### config.mk
export PLATFORM = sky130hd
export DESIGN_NAME = bevvox_axis
export DESIGN_NICKNAME = d
export VERILOG_FILES = /design/src/hdl/bevvox_pkg.sv /design/src/hdl/bevvox_axis.sv
export SDC_FILE = /design/constraint.sdc
export NUM_CORES = 1
export LEC_CHECK = 0
export BUFFER_PORTS_ARGS = -buffer_cell sky130_fd_sc_hd__buf_2
export CAP_MARGIN = 10
export CORE_ASPECT_RATIO = 1.5
export CORE_MARGIN = 8
export CORE_UTILIZATION = 45
export DETAILED_ROUTE_END_ITERATION = 8
export GPL_ROUTABILITY_DRIVEN = 1
export GPL_TIMING_DRIVEN = 0
export PLACE_DENSITY = 0.71
export RECOVER_POWER = 100
export SLEW_MARGIN = 20
export SYNTH_ARGS = -nofsm -noshare
export SYNTH_HDL_FRONTEND = slang
export SYNTH_SLANG_ARGS = --single-unit
### constraint.sdc
create_clock -name i_clk -period 11.2 [get_ports i_clk]
set_input_delay 2.24 -clock i_clk [delete_from_list [all_inputs] [get_ports i_clk]]
set_output_delay 2.24 -clock i_clk [all_outputs]
set_load 0.1 [all_outputs]
### src/hdl/bevvox_pkg.sv
// bevvox_pkg: shared types and constants for the bird's-eye-view voxelizer
// request codes, configuration register indexes, column entry and result records
// no dependencies
`default_nettype none

package bevvox_pkg;

    // default grid dimensions
    localparam int DEF_GRID_X = 256;
    localparam int DEF_GRID_Y = 256;
    localparam int DEF_GRID_Z = 32;

    // field widths fixed by the interface
    localparam int COORD_W  = 24;
    localparam int RECIP_W  = 16;
    localparam int INTEN_W  = 16;
    localparam int COUNT_W  = 16;
    localparam int OCC_W    = 32;
    localparam int CELL_W   = 8;
    localparam int SLICE_W  = 5;
    localparam int CFG_IDX_W = 3;

    // coordinate difference and product widths
    localparam int DIFF_W = COORD_W + 1;
    localparam int PROD_W = DIFF_W + RECIP_W + 1;
    localparam int FRAC_SHIFT = 16;

    // reset values of the configuration registers
    localparam logic signed [COORD_W-1:0] RST_MINIMUM = '0;
    localparam logic [RECIP_W-1:0]        RST_RECIP   = 16'd256;

    localparam logic [COUNT_W-1:0] COUNT_MAX = '1;

    // request types
    typedef enum logic [1:0] {
        REQ_ADD        = 2'd0,
        REQ_READ       = 2'd1,
        REQ_READ_CLEAR = 2'd2,
        REQ_UNUSED     = 2'd3
    } t_req;

    // configuration register indexes
    typedef enum logic [CFG_IDX_W-1:0] {
        CFG_X_MIN   = 3'd0,
        CFG_Y_MIN   = 3'd1,
        CFG_Z_MIN   = 3'd2,
        CFG_X_RECIP = 3'd3,
        CFG_Y_RECIP = 3'd4,
        CFG_Z_RECIP = 3'd5
    } t_cfg_reg;

    // sequencer states
    typedef enum logic [2:0] {
        S_IDLE,
        S_DIFF,
        S_MUL,
        S_IDX,
        S_READ,
        S_WRITE
    } t_state;

    // one column of the map
    typedef struct packed {
        logic [OCC_W-1:0]          occ;
        logic [COUNT_W-1:0]        cnt;
        logic signed [INTEN_W-1:0] inten;
    } t_column;

    // one result record
    typedef struct packed {
        logic                      accepted;
        logic [CELL_W-1:0]         cell_x;
        logic [CELL_W-1:0]         cell_y;
        logic [SLICE_W-1:0]        cell_z;
        logic [OCC_W-1:0]          occ;
        logic [COUNT_W-1:0]        cnt;
        logic signed [INTEN_W-1:0] inten;
    } t_result;

    // stage enables for the axis units
    typedef struct packed {
        logic diff_en;
        logic mul_en;
    } t_axis_ctl;

endpackage

`default_nettype wire

### src/hdl/bevvox_axis.sv
// bevvox_axis: one axis of the cell index computation
// registered difference, registered product, range check against the grid size
// depends on bevvox_pkg
`default_nettype none

module bevvox_axis
    import bevvox_pkg::*;
#(
    parameter int GRID = DEF_GRID_X,
    parameter int IW   = 8
) (
    input  wire                              i_clk,
    input  wire t_axis_ctl                   i_ctl,
    input  wire logic signed [COORD_W-1:0]   i_coord,
    input  wire logic signed [COORD_W-1:0]   i_minimum,
    input  wire logic [RECIP_W-1:0]          i_recip,
    output logic                             o_in_range,
    output logic [IW-1:0]                    o_index
);

    logic signed [DIFF_W-1:0] r_diff;
    logic signed [PROD_W-1:0] r_prod;
    logic [PROD_W-FRAC_SHIFT-1:0] cell_idx;

    // coordinate minus range minimum
    always_ff @(posedge i_clk) begin
        if (i_ctl.diff_en) begin
            r_diff <= DIFF_W'(i_coord) - DIFF_W'(i_minimum);
        end
    end

    // scale by cells per metre, reciprocal treated as unsigned
    always_ff @(posedge i_clk) begin
        if (i_ctl.mul_en) begin
            r_prod <= r_diff * $signed({1'b0, i_recip});
        end
    end

    // floor by dropping the fraction bits, negative products miss
    assign cell_idx   = r_prod[PROD_W-1:FRAC_SHIFT];
    assign o_in_range = !r_prod[PROD_W-1] && (cell_idx < (PROD_W-FRAC_SHIFT)'(GRID));
    assign o_index    = cell_idx[IW-1:0];

endmodule

`default_nettype wire

-- Yosys cells after proc, flatten, opt, wreduce, memory -nomap -nowiden
Cells that the tools add are included.
- bits in registers: 67
- $add $sub $neg: 1
- multipliers: 1
- order comparisons: 1
- reductions and logical operators: 2
- operators by type and width (operator ; number):
    multiplier 25 x 17 -> 42 bit ; 1
    less-than comparator 26 x 9 -> 1 bit (second input constant) ; 1
    subtractor 24 x 24 -> 25 bit ; 1
    logical AND 1 bit ; 1
    zero test 1 bit ; 1

-- Logic depth before layout (Yosys ltp)
- depth in word-level cells: 2
- mapped depth: 23
- mapped depth without buffers: 22

-- Least setup slack after synthesis
OpenSTA, ideal clock, no wires.
- path kind: in2reg
- from: in i_recip[2]
- to: reg r_prod[29], data pin
- arrival: 7865 ps
- required time: 10942 ps
- path slack: 3077 ps
- stages: 21
- cells stage by stage: clkbuf_1 clkbuf_1 nand2_1 fa_1 fa_1 fa_1 fa_1 inv_1 fa_1 inv_1 fa_1 inv_1 ha_1 a21oi_2 a2111oi_2 a2111oi_2 a22o_4 o21ai_2 or4b_4 a31oi_4 xnor2_1
- longest elaborated chain between the ends: 1
- RTL lines (item ; RTL line ; source):
    from (decl) ; bevvox_axis.sv:16 ; input wire logic [RECIP_W-1:0] i_recip,
    multiplier 25 x 17 -> 42 bit ; bevvox_axis.sv:35 ; r_prod <= r_diff * $signed({1'b0, i_recip});
    to (signal assigned) ; bevvox_axis.sv:35 ;
    to (decl) ; bevvox_axis.sv:22 ; logic signed [PROD_W-1:0] r_prod;
Every way passes these cells.
A chain may end at the register's enable or synchronous reset.

-- Final worst setup path
- from: in i_recip[9]
- to: reg r_prod[41], data pin
The elaborated chain is that of the path after synthesis.

==> impl_metrics.yaml <==
global_route:
  antenna_found_initial: 0
  grt_overflow: 0
  busiest_layer: "met2"
  grt_pass1_wl_mm: 73.5
  globalRouteMet2Util: 0.429
  grt_usage: 0.219
  grt_use_met3: 0.0251
  grt_max_degree: 27
  use_met1: 0.205
  grt_pass1_vias: 14057
logic_synthesis:
  seq_area_frac_synth: 0.0914
  avgSynthCellArea_sq_um: 9.26
  ys_ff_latch: 51
  ys.warnings.count: 0
  syn_area_sq_um: 16800
  synth_cells: 1809
  synth_edf_count: 51
  synth_ff_type: "edfxtp_1"
  synth_cell_types: 57
  syn_nets: 2391
  ys_async_sr_fraction: 0
floorplan:
  fp.coreArea_sq_um: 36700
  pin_count: 76
  die_area_sq_um: 43800
  start_util: 0.457
  dieWidth_um: 174
  num_rows: 86
  die_y_um: 252
cells_and_area:
  final_util: 0.487
  final_common_cell: "inv_1"
  drive_gt1_frac: 0.0429
  final_nets: 2468
  area_delta_synth_final_pct: 6.62
  antenna_cells: 0
  fillCellCount: 3523
  final_cell_mix: "490 x inv_1, 390 x fa_1, 267 x nand2_1"
detailed_routing:
  dr.pass1.iters: 5
  avgRoutedWirePerCell_um: 19.2
  vias_per_cell: 5.16
  drcViolationCount: 0
  wirelength_mm: 45.5
  vias: 12234
  ant_nets: 0
  drtIter0Drc: 543
setup_path:
  path_common_cell: "fa_1"
  path_delay_family: "adder cells"
  crit_path_top_delay_cell: "a2111oi_0"
  cp-start-kind: "primary input"
  rr_startpoint: "r_diff[11]"
  crit_type: "in2reg"
  r2r-end: "r_prod[41]"
  reg2reg_slack_ns: 2.93
  crit_fanout: 10
  r2r.worst_path.cells: 22
  crit_path_start: "i_recip[9]"
  end_kind: "flop"
  cp_num_buf_inv: 5
  crit_chain: "clkbuf_1 > clkbuf_1 > nand2_1 > fa_1 > inv_1 > fa_1 > fa_1 > fa_1 > fa_1 > inv_1 > fa_1 > inv_1 > ha_1 > a21oi_1 > nand2_1 > a2111oi_0 > a22o_4 > a2bb2oi_1 > o21ai_0 > o41ai_1 > xnor2_1"
  cp.arrival_ns: 10.12
  worst_path_largest_cell_delay_ns: 1.15
  worstPathRequired_ns: 11.25
place:
  gp_congestion: 0.978
  dp_worst_setup_slack_ns: 1.65
  port_buffers: 70
  dp_hpwl_mm: 39.5
timing:
  setup_viol: 0
  fin_crit_ns: 10.07
  final.setup.tns_ns: 0
  rsz0062_at_grt: "false"
  tightest_slew_ns: 1.60
  fmax_ghz: 0.0993
  holdWs_ns: 1.74
  hold_viol: 0
  relSlewSlack: -0.0693
  setup_slack_ns: 1.13
  finClkSkew_ns: 0.0245
  slew_viol_final: 27
  period_share: 0.899
outcome:
  violations: "max-capacitance violations, max-slew violations"
  outcome: "finished, violations left"
worst_hold_path:
  hold_path_end: "r_prod[41]"
  min_path_type: "reg2reg"
  worstHoldStart: "r_diff[24]"
  whs_path_depth: 7
cts:
  ctsHoldBuffers: 0
  htree_levels: 2
  cts_buffer_depth: 2
  cts_setup_buffers: 0
  root_buffer: "clkbuf_16"
  clk-insertion-delay-late_ns: 0.33
  cts_made_buffers: 5
  cts_tree: "done"
  cts.clk_slew.worst_paths_ns: 0.07
  numClockSinks: 51
  cts_resized: 0
job:
  max-cap-violations: 2
## area by class of cell
| class | instances | area, sq um | area share |
|---|---|---|---|
| Sequential cell | 51 | 1530 | 0.0857 |
| Clock buffer | 6 | 129 | 0.00721 |
| Buffer | 73 | 304 | 0.0170 |
| Inverter | 490 | 1840 | 0.103 |
| Multi-Input combinational cell | 1195 | 13100 | 0.731 |
| Tap cell | 484 | 606 | 0.0339 |
| Clock inverter | 2 | 60.1 | 0.00336 |
| Timing Repair Buffer | 70 | 335 | 0.0188 |
## layer usage
layer  wire length, um  vias to the layer above
li1                  -                     5457
met1             14600                     6271
met2             25400                      356
met3              1750                      150
met4              3710                        0
met5                 0                        -
## worst reg2reg max path, cell delays in order, from the launching register on
cell	delay, ns
edfxtp_1	0.55
clkbuf_1	0.57
nand2_1	0.16
fa_1	0.54
inv_1	0.06
fa_1	0.54
inv_1	0.13
fa_1	0.40
inv_1	0.09
fa_1	0.41
fa_1	0.49
inv_1	0.05
fa_1	0.49
inv_1	0.04
ha_1	0.31
a21oi_1	0.24
nand2_1	0.17
a2111oi_0	1.15
a22o_4	0.31
a2bb2oi_1	0.52
o21ai_0	0.25
o41ai_1	0.38
xnor2_1	0.16
## kinds of logic (layout without fill, tap and decap cells)
group                      count (synthesis)  count (layout)  synth area share
AOI/OAI and AO/OA                        118             118            0.0501
xor gates and xnor gates                  44              44            0.0230
adders and majority gates                515             515             0.559
buffers and inverters                    563             641             0.128
DFF                                       51              51            0.0914
and+or+nand+nor                          518             518             0.148
## cell usage after synthesis, types with 7 or more instances
| library cell | count | area (sq um) |
|---|---|---|
| o21a_1 | 10 | 75.1 |
| inv_1 | 490 | 1840 |
| xor2_1 | 12 | 105 |
| and3_1 | 9 | 56.3 |
| xnor2_1 | 32 | 280 |
| and2_1 | 155 | 970 |
| clkbuf_1 | 65 | 244 |
| a211oi_1 | 7 | 52.6 |
| buf_4 | 8 | 60.1 |
| nor2_1 | 33 | 124 |
| edfxtp_1 | 51 | 1530 |
| ha_1 | 125 | 1560 |
| nand3_1 | 7 | 35.0 |
| nor3_1 | 15 | 75.1 |
| a21o_1 | 10 | 75.1 |
| a21oi_1 | 31 | 155 |
| o21ai_0 | 19 | 95.1 |
| nand2_1 | 267 | 1000 |
| fa_1 | 390 | 7810 |
## registers in the layout, summed over array words and instances (netlist names)
signal  count
r_diff     25
r_prod     26
## worst max-delay path by stage
stage | slack, ns | cells past startpoint | to
after global placement | 1.74 | 21 | r_prod[41]
final | 1.13 | 21 | r_prod[41]
after detailed placement | 1.65 | 21 | r_prod[41]
after global routing | 0.77 | 21 | r_prod[41]
after floorplan | 3.08 | 21 | r_prod[29]
after CTS | 1.99 | 21 | r_prod[41]
## stage by stage
step	area (sq um)	cells
2_1_floorplan	16800	1809
4_1_cts	17900	2371
3_3_place_gp	17700	2363
5_1_grt	17900	2371
6_report	17900	2371
3_5_place_dp	17700	2363
Power is not shown: default switching activity piles up to over one toggle a cycle in this logic, so the estimate is an artifact.
